<file path="src/sv/clbpw_pkg.sv">
`timescale 1ns / 1ps
`default_nettype none
// ----------------------------------------------------------------------------
// Character LCD bus master package
// Shared types, codes and the init command table of the busy-poll writer.
// ----------------------------------------------------------------------------
package clbpw_pkg;

  localparam int unsigned INIT_STEPS = 6;
  localparam logic [7:0] BusyBit = 8'h80;
  localparam logic [15:0] PollMax = 16'hFFFF;

  typedef enum logic [1:0] {
    CMD_INSTR  = 2'd0,
    CMD_DATA   = 2'd1,
    CMD_STATUS = 2'd2,
    CMD_INIT   = 2'd3
  } cmd_e;

  typedef enum logic [1:0] {
    OP_NONE  = 2'd0,
    OP_READ  = 2'd1,
    OP_WRITE = 2'd2
  } bus_op_e;

  typedef enum logic [1:0] {
    REG_WRITE_STROBE  = 2'd0,
    REG_READ_STROBE   = 2'd1,
    REG_POWER_ON_WAIT = 2'd2
  } cfg_reg_e;

  typedef struct packed {
    cmd_e       command;
    logic [7:0] value;
  } req_t;

  typedef struct packed {
    bus_op_e     bus_op;
    logic        reg_select;
    logic [7:0]  bus_byte;
    logic [7:0]  strobe_ms;
    logic [7:0]  wait_before_ms;
    logic [15:0] poll_total;
    logic        sequence_done;
    logic        last;
  } rsp_t;

  typedef struct packed {
    cfg_reg_e   index;
    logic [7:0] data;
  } cfg_t;

  typedef struct packed {
    logic [7:0] write_strobe_ms;
    logic [7:0] read_strobe_ms;
    logic [7:0] power_on_wait_ms;
  } cfg_regs_t;

  typedef struct packed {
    logic valid;
    logic two;
    rsp_t first;
    rsp_t second;
  } push_t;

  function automatic logic [7:0] init_cmd(input logic [2:0] idx);
    logic [7:0] cmd;
    unique case (idx)
      3'd0:    cmd = 8'h38;
      3'd1:    cmd = 8'h08;
      3'd2:    cmd = 8'h01;
      3'd3:    cmd = 8'h06;
      3'd4:    cmd = 8'h0D;
      default: cmd = 8'h02;
    endcase
    return cmd;
  endfunction

endpackage
`default_nettype wire

</file>
<file path="src/sv/clbpw_stream_if.sv">
`timescale 1ns / 1ps
`default_nettype none
// ----------------------------------------------------------------------------
// Valid/ready channel
// One transfer moves one payload when valid and ready are both high.
// ----------------------------------------------------------------------------
interface clbpw_stream_if #(
  parameter type payload_t = logic
) ();
  logic     valid;
  logic     ready;
  payload_t payload;

  modport source (output valid, output payload, input ready);
  modport sink (input valid, input payload, output ready);
endinterface
`default_nettype wire

</file>
<file path="src/sv/clbpw_core.sv">
`timescale 1ns / 1ps
`default_nettype none
// ----------------------------------------------------------------------------
// Busy-poll sequencer core
// Holds the pending byte, init step and poll count, and forms the results.
// ----------------------------------------------------------------------------
module clbpw_core (
  input  wire                  clk_i,
  input  wire                  rst_ni,
  input  wire                  advance_i,
  input  clbpw_pkg::req_t      req_i,
  input  clbpw_pkg::cfg_regs_t cfg_i,
  output clbpw_pkg::push_t     push_o
);

  logic [7:0]  held_byte_q, held_byte_d;
  logic        held_select_q, held_select_d;
  logic        awaiting_q, awaiting_d;
  logic [2:0]  init_index_q, init_index_d;
  logic [15:0] busy_polls_q, busy_polls_d;
  logic [15:0] polls_inc;
  clbpw_pkg::rsp_t reject, rd_res, wr_res;

  always_comb begin
    polls_inc = (busy_polls_q == clbpw_pkg::PollMax) ? busy_polls_q : busy_polls_q + 16'd1;

    reject = '0;
    reject.bus_op = clbpw_pkg::OP_NONE;
    reject.last = 1'b1;

    rd_res = '0;
    rd_res.bus_op = clbpw_pkg::OP_READ;
    rd_res.strobe_ms = cfg_i.read_strobe_ms;
    rd_res.last = 1'b1;

    wr_res = '0;
    wr_res.bus_op = clbpw_pkg::OP_WRITE;
    wr_res.reg_select = held_select_q;
    wr_res.bus_byte = held_byte_q;
    wr_res.strobe_ms = cfg_i.write_strobe_ms;
    wr_res.poll_total = busy_polls_q;

    held_byte_d = held_byte_q;
    held_select_d = held_select_q;
    awaiting_d = awaiting_q;
    init_index_d = init_index_q;
    busy_polls_d = busy_polls_q;

    push_o.valid = advance_i;
    push_o.two = 1'b0;
    push_o.first = reject;
    push_o.second = rd_res;

    if (req_i.command == clbpw_pkg::CMD_STATUS) begin
      if (!awaiting_q) begin
        push_o.first = reject;
      end else if ((req_i.value & clbpw_pkg::BusyBit) != 8'd0) begin
        busy_polls_d = polls_inc;
        push_o.first = rd_res;
        push_o.first.poll_total = polls_inc;
      end else begin
        busy_polls_d = '0;
        if (init_index_q != 3'd0 && init_index_q < 3'(clbpw_pkg::INIT_STEPS)) begin
          push_o.first = wr_res;
          push_o.two = 1'b1;
          held_byte_d = clbpw_pkg::init_cmd(init_index_q);
          held_select_d = 1'b0;
          init_index_d = init_index_q + 3'd1;
        end else begin
          push_o.first = wr_res;
          push_o.first.sequence_done = 1'b1;
          push_o.first.last = 1'b1;
          init_index_d = '0;
          awaiting_d = 1'b0;
        end
      end
    end else if (awaiting_q) begin
      push_o.first = reject;
    end else begin
      awaiting_d = 1'b1;
      busy_polls_d = '0;
      push_o.first = rd_res;
      if (req_i.command == clbpw_pkg::CMD_INIT) begin
        init_index_d = 3'd1;
        held_byte_d = clbpw_pkg::init_cmd(3'd0);
        held_select_d = 1'b0;
        push_o.first.wait_before_ms = cfg_i.power_on_wait_ms;
      end else begin
        init_index_d = '0;
        held_byte_d = req_i.value;
        held_select_d = req_i.command[0];
      end
    end
  end

  always_ff @(posedge clk_i or negedge rst_ni) begin
    if (!rst_ni) begin
      held_byte_q <= '0;
      held_select_q <= 1'b0;
      awaiting_q <= 1'b0;
      init_index_q <= '0;
      busy_polls_q <= '0;
    end else if (advance_i) begin
      held_byte_q <= held_byte_d;
      held_select_q <= held_select_d;
      awaiting_q <= awaiting_d;
      init_index_q <= init_index_d;
      busy_polls_q <= busy_polls_d;
    end
  end

endmodule
`default_nettype wire

</file>
<file path="src/sv/clbpw_result_fifo.sv">
`timescale 1ns / 1ps
`default_nettype none
// ----------------------------------------------------------------------------
// Result queue
// Four-entry queue that takes one or two results per push and gives one per
// transfer.
// ----------------------------------------------------------------------------
module clbpw_result_fifo (
  input  wire                     clk_i,
  input  wire                     rst_ni,
  input  clbpw_pkg::push_t        push_i,
  output logic                    space_o,
  clbpw_stream_if.source          rsp
);

  clbpw_pkg::rsp_t entry_q [4];
  logic [1:0] wr_ptr_q, rd_ptr_q;
  logic [2:0] count_q, count_d;
  logic       pop;
  logic [2:0] n_push;

  assign space_o = (count_q <= 3'd2);
  assign rsp.valid = (count_q != 3'd0);
  assign rsp.payload = entry_q[rd_ptr_q];
  assign pop = rsp.valid && rsp.ready;
  assign n_push = push_i.valid ? (push_i.two ? 3'd2 : 3'd1) : 3'd0;
  assign count_d = count_q + n_push - {2'b00, pop};

  always_ff @(posedge clk_i or negedge rst_ni) begin
    if (!rst_ni) begin
      wr_ptr_q <= '0;
      rd_ptr_q <= '0;
      count_q <= '0;
    end else begin
      wr_ptr_q <= wr_ptr_q + n_push[1:0];
      if (pop) begin
        rd_ptr_q <= rd_ptr_q + 2'd1;
      end
      count_q <= count_d;
    end
  end

  always_ff @(posedge clk_i) begin
    if (push_i.valid) begin
      entry_q[wr_ptr_q] <= push_i.first;
      if (push_i.two) begin
        entry_q[wr_ptr_q + 2'd1] <= push_i.second;
      end
    end
  end

endmodule
`default_nettype wire

</file>
<file path="src/sv/char_lcd_busy_poll_writer.sv">
`timescale 1ns / 1ps
`default_nettype none
// A request waits in the request register, and its results in the result queue.
// Throughput: one request per cycle while each gives one result and the queue
// has space; a request that gives a write and the next init read gives two.
// The four-entry result queue lets requests keep flowing while results wait.
// Reset clears all control state and loads the default strobe and wait times.
// ----------------------------------------------------------------------------
// Character LCD busy-poll writer
// Request register, sequencer core, result queue and configuration registers.
// ----------------------------------------------------------------------------
module char_lcd_busy_poll_writer (
  input  wire            clk_i,
  input  wire            rst_ni,
  clbpw_stream_if.sink   cfg,
  clbpw_stream_if.sink   req,
  clbpw_stream_if.source rsp
);

  clbpw_pkg::cfg_regs_t cfg_q;
  clbpw_pkg::req_t      req_q;
  logic                 req_valid_q;
  logic                 space;
  logic                 advance;
  clbpw_pkg::push_t     push;
  clbpw_pkg::cfg_t      cfg_wr;

  assign cfg.ready = 1'b1;
  assign cfg_wr = cfg.payload;
  assign advance = req_valid_q && space;
  assign req.ready = !req_valid_q || advance;

  always_ff @(posedge clk_i or negedge rst_ni) begin
    if (!rst_ni) begin
      cfg_q.write_strobe_ms <= 8'd2;
      cfg_q.read_strobe_ms <= 8'd1;
      cfg_q.power_on_wait_ms <= 8'd50;
    end else if (cfg.valid) begin
      unique case (cfg_wr.index)
        clbpw_pkg::REG_WRITE_STROBE:  cfg_q.write_strobe_ms <= cfg_wr.data;
        clbpw_pkg::REG_READ_STROBE:   cfg_q.read_strobe_ms <= cfg_wr.data;
        clbpw_pkg::REG_POWER_ON_WAIT: cfg_q.power_on_wait_ms <= cfg_wr.data;
        default: ;
      endcase
    end
  end

  always_ff @(posedge clk_i or negedge rst_ni) begin
    if (!rst_ni) begin
      req_valid_q <= 1'b0;
    end else if (req.ready) begin
      req_valid_q <= req.valid;
    end
  end

  always_ff @(posedge clk_i) begin
    if (req.ready && req.valid) begin
      req_q <= req.payload;
    end
  end

  clbpw_core u_core (
    .clk_i     (clk_i),
    .rst_ni    (rst_ni),
    .advance_i (advance),
    .req_i     (req_q),
    .cfg_i     (cfg_q),
    .push_o    (push)
  );

  clbpw_result_fifo u_fifo (
    .clk_i   (clk_i),
    .rst_ni  (rst_ni),
    .push_i  (push),
    .space_o (space),
    .rsp     (rsp)
  );

endmodule
`default_nettype wire

</file>
<file path="src/flat_wrapper.sv">
// flat-port wrapper written by rule: the top's interface ports become plain ports
module char_lcd_busy_poll_writer_flat 
  (clk_i, rst_ni, cfg_valid, cfg_payload, cfg_ready, req_valid, req_payload, req_ready, rsp_valid, rsp_payload, rsp_ready);
  clbpw_stream_if cfg_i ();
  clbpw_stream_if req_i ();
  clbpw_stream_if rsp_i ();
  input  wire clk_i;
  input  wire rst_ni;
  input wire logic [$bits(cfg_i.valid)-1:0] cfg_valid;
  input wire logic [$bits(cfg_i.payload)-1:0] cfg_payload;
  output wire logic [$bits(cfg_i.ready)-1:0] cfg_ready;
  input wire logic [$bits(req_i.valid)-1:0] req_valid;
  input wire logic [$bits(req_i.payload)-1:0] req_payload;
  output wire logic [$bits(req_i.ready)-1:0] req_ready;
  output wire logic [$bits(rsp_i.valid)-1:0] rsp_valid;
  output wire logic [$bits(rsp_i.payload)-1:0] rsp_payload;
  input wire logic [$bits(rsp_i.ready)-1:0] rsp_ready;
  assign cfg_i.valid = cfg_valid;
  assign cfg_i.payload = cfg_payload;
  assign cfg_ready = cfg_i.ready;
  assign req_i.valid = req_valid;
  assign req_i.payload = req_payload;
  assign req_ready = req_i.ready;
  assign rsp_valid = rsp_i.valid;
  assign rsp_payload = rsp_i.payload;
  assign rsp_i.ready = rsp_ready;
  char_lcd_busy_poll_writer u_core (.clk_i(clk_i), .rst_ni(rst_ni), .cfg(cfg_i), .req(req_i), .rsp(rsp_i));
endmodule
</file>
<file path="config.mk">
export PLATFORM = sky130hd
export DESIGN_NAME = char_lcd_busy_poll_writer_flat
export DESIGN_NICKNAME = d
export VERILOG_FILES = /design/src/sv/clbpw_pkg.sv /design/src/sv/clbpw_stream_if.sv /design/src/sv/clbpw_core.sv /design/src/sv/clbpw_result_fifo.sv /design/src/sv/char_lcd_busy_poll_writer.sv /design/src/flat_wrapper.sv
export SDC_FILE = /design/constraint.sdc
export NUM_CORES = 1
export LEC_CHECK = 0
export ABC_CLOCK_PERIOD_IN_PS = 4450
export BUFFER_PORTS_ARGS = -buffer_cell sky130_fd_sc_hd__buf_2
export CAP_MARGIN = 5
export CORE_MARGIN = 4
export CORE_UTILIZATION = 55
export DETAILED_ROUTE_END_ITERATION = 10
export PLACE_DENSITY_LB_ADDON = 0.3
export SLEW_MARGIN = 40
export SYNTH_ARGS = -nofsm -noshare
export SYNTH_HDL_FRONTEND = slang
export SYNTH_HIERARCHICAL = 1
export SYNTH_SLANG_ARGS = --single-unit
</file>
<file path="constraint.sdc">
create_clock -name clk_i -period 4.45 [get_ports clk_i]
set_clock_uncertainty 0.05 [all_clocks]
set_input_delay 0 -clock clk_i [delete_from_list [all_inputs] [get_ports clk_i]]
set_output_delay 0 -clock clk_i [all_outputs]
set_load 0.01 [all_outputs]
</file>
==> results.py <==
metrics = {
    "power_and_ir_drop": {
        "power_density_nw_per_um2": 589,
        "worst_ir_drop_vdd_uv": 366,
        "cellLeakagePower_nw": 0.510,
        "power_mw": 0.671,
    },
    "worst_setup_path": {
        "path_max_fanout": 13,
        "crit_required_ps": 4570,
        "reg2reg_from": "u_core/u_fifo/count_q[2]$_DFF_PN0_",
        "worstPathArrival_ps": 2490,
        "crit_type": "flop to flop",
        "r2r_cells": 9,
        "rrSetupSlack_ps": 2090,
        "end_kind": "flop",
        "cp-start-kind": "flop",
        "worstReg2RegEnd": "u_core/u_fifo/count_q[1]$_DFF_PN0_",
    },
    "cells_and_area": {
        "diodes": 0,
        "post-route-util_pct": 63.9,
        "fillers": 160,
        "syn_to_final_growth_pct": 7.43,
        "final_cells": 140,
        "finalInstanceArea_um2": 1140,
        "drive_above_1_share_pct": 13.9,
        "fin_nets": 132,
    },
    "clocking": {
        "root_buffer": "clkbuf_4",
        "cts.sinks": 16,
        "ctsHtreeMaxLevel": 1,
        "clockBufferDepth": 2,
        "clk_pin_slew_ps": 100,
        "numCtsBuffers": 3,
        "cts-resized-gates": 0,
        "worstSkewPairLatency_ps": 280,
        "cts_tree": "built",
    },
    "route": {
        "finalWirelength_um": 1490,
        "wl_per_cell_um": 10.6,
        "vias": 683,
        "drc_errors": 0,
        "viasPerCell": 4.88,
        "first_iter_violations": 13,
        "antenna_left": 0,
        "drt_first_pass_iters": 4,
    },
    "hold_path": {
        "hold_path.class": "input pin to async pin",
    },
    "grt": {
        "grt-ovfl-total": 0,
        "antenna_found_initial": 0,
        "grt_pass1_wl_um": 2760,
        "grt_max_degree": 14,
        "track_usage_pct": 13.7,
        "grt_pass1_vias": 670,
    },
    "outcome": {
        "outcome": "finished clean",
    },
    "floorplan": {
        "initial_core_util_pct": 59.5,
        "dieHeight_um": 51.9,
        "core_area_um2": 1780,
        "die-area_um2": 2700,
        "io_pins": 11,
        "die_x_um": 51.9,
        "core.rowCount": 15,
    },
    "timing": {
        "finalSetupViolCount": 0,
        "setup_ws_ps": 2090,
        "finalHoldViolations": 0,
        "final.setup.tns_ps": 0,
        "slew_headroom_pct": 39.4,
        "holdWs_ps": 78.0,
        "worstMarginPinSlew_ps": 902,
        "rsz0062_at_grt": "false",
        "fin_crit_ps": 2360,
        "finalCritPeriodShare_pct": 53.1,
        "slew_viol_final": 0,
        "timing.fmax_ghz": 0.423,
    },
    "yosys": {
        "syn_avg_cell_area_um2": 9.82,
        "ys_warn_count": 6,
        "netlist_area_um2": 1060,
        "netlist_instances": 108,
    },
    "placed_design": {
        "numPortBuffers": 6,
        "gp_congestion": 0.691,
        "placed_cell_area_um2": 1080,
        "dpl.hpwl_um": 1130,
        "placed_cells": 133,
        "post-place-ws_ps": 2100,
    },
    "run": {
        "cap_violations": 0,
    },
}
-- layout make-up --
class | instances | area, µm² | area share (%)
inverter | 13 | 48.8 | 4.28
clock buffer | 4 | 26.3 | 2.31
tap | 25 | 31.3 | 2.74
timing repair buffer | 9 | 60.1 | 5.27
sequential | 16 | 420 | 36.9
multi-input combinational | 73 | 553 | 48.5
-- power by group --
part | total, mW | switching, mW | leakage [nW] | internal, mW
clock | 0.0781 | 0.0434 | 0.0150 | 0.0347
combinational | 0.310 | 0.155 | 0.322 | 0.155
sequential | 0.283 | 0.0676 | 0.173 | 0.216
total | 0.671 | 0.266 | 0.510 | 0.405
-- placed cells by master (no fill, tap or decap), types with 4 or more instances in the layout --
master	n
buf_2	6
conb_1	12
dfrtp_1	12
edfxtp_1	4
ha_1	8
inv_1	12
nand2_1	4
nand2b_1	4
nor2_1	4
-- sequential cells by signal, indices dropped and copies added (netlist names) --
signal,count
u_core/req_valid_q,1
u_core/u_core/awaiting_q,1
u_core/u_fifo/count_q,3
u_core/u_fifo/wr_ptr_q,2
u_core/u_fifo/rd_ptr_q,2
u_core/u_core/init_index_q,3
u_core/u_fifo/entry_q,4
-- critical path, stage by stage (launching register included) --
cell and delay [ps]:
dfrtp_1 440, a21oi_1 190, and2_1 400, nand2b_1 140, ha_1 290, inv_1 50
ha_1 120, inv_1 50, fa_1 480, inv_1 40
-- routing by layer --
metal / GRT usage [%] / vias to the layer above / share of wire, %
met4: 5.24 / 0 / 1.0
met2: 22.6 / 8 / 45
met5: 0 / - / 0
met3: 2.87 / 2 / 2.9
met1: 17.5 / 323 / 51
li1: - / 350 / -
-- timing repair --
item / CTS / global route
setup buffers: 0 / 0
hold buffers: 3 / 0
endpoints found under the hold margin: 14 / 0
-- how the worst max path moves through the flow --
| stage | from | endpoint | cells after the start |
|---|---|---|---|
| 2_1_floorplan | u_core/u_fifo/count_q[0]$_DFF_PN0_ | u_core/u_fifo/count_q[2]$_DFF_PN0_ | 11 |
| 3_3_place_gp | u_core/u_fifo/count_q[0]$_DFF_PN0_ | u_core/u_fifo/count_q[1]$_DFF_PN0_ | 9 |
| 3_5_place_dp | u_core/u_fifo/count_q[0]$_DFF_PN0_ | u_core/u_fifo/count_q[1]$_DFF_PN0_ | 9 |
| 4_1_cts | u_core/u_fifo/count_q[2]$_DFF_PN0_ | u_core/u_fifo/count_q[1]$_DFF_PN0_ | 9 |
| 5_1_grt | u_core/u_fifo/count_q[2]$_DFF_PN0_ | u_core/u_fifo/count_q[1]$_DFF_PN0_ | 9 |
| 6_report | u_core/u_fifo/count_q[2]$_DFF_PN0_ | u_core/u_fifo/count_q[1]$_DFF_PN0_ | 9 |
No activity file was read; power rests on OpenSTA's default activity.
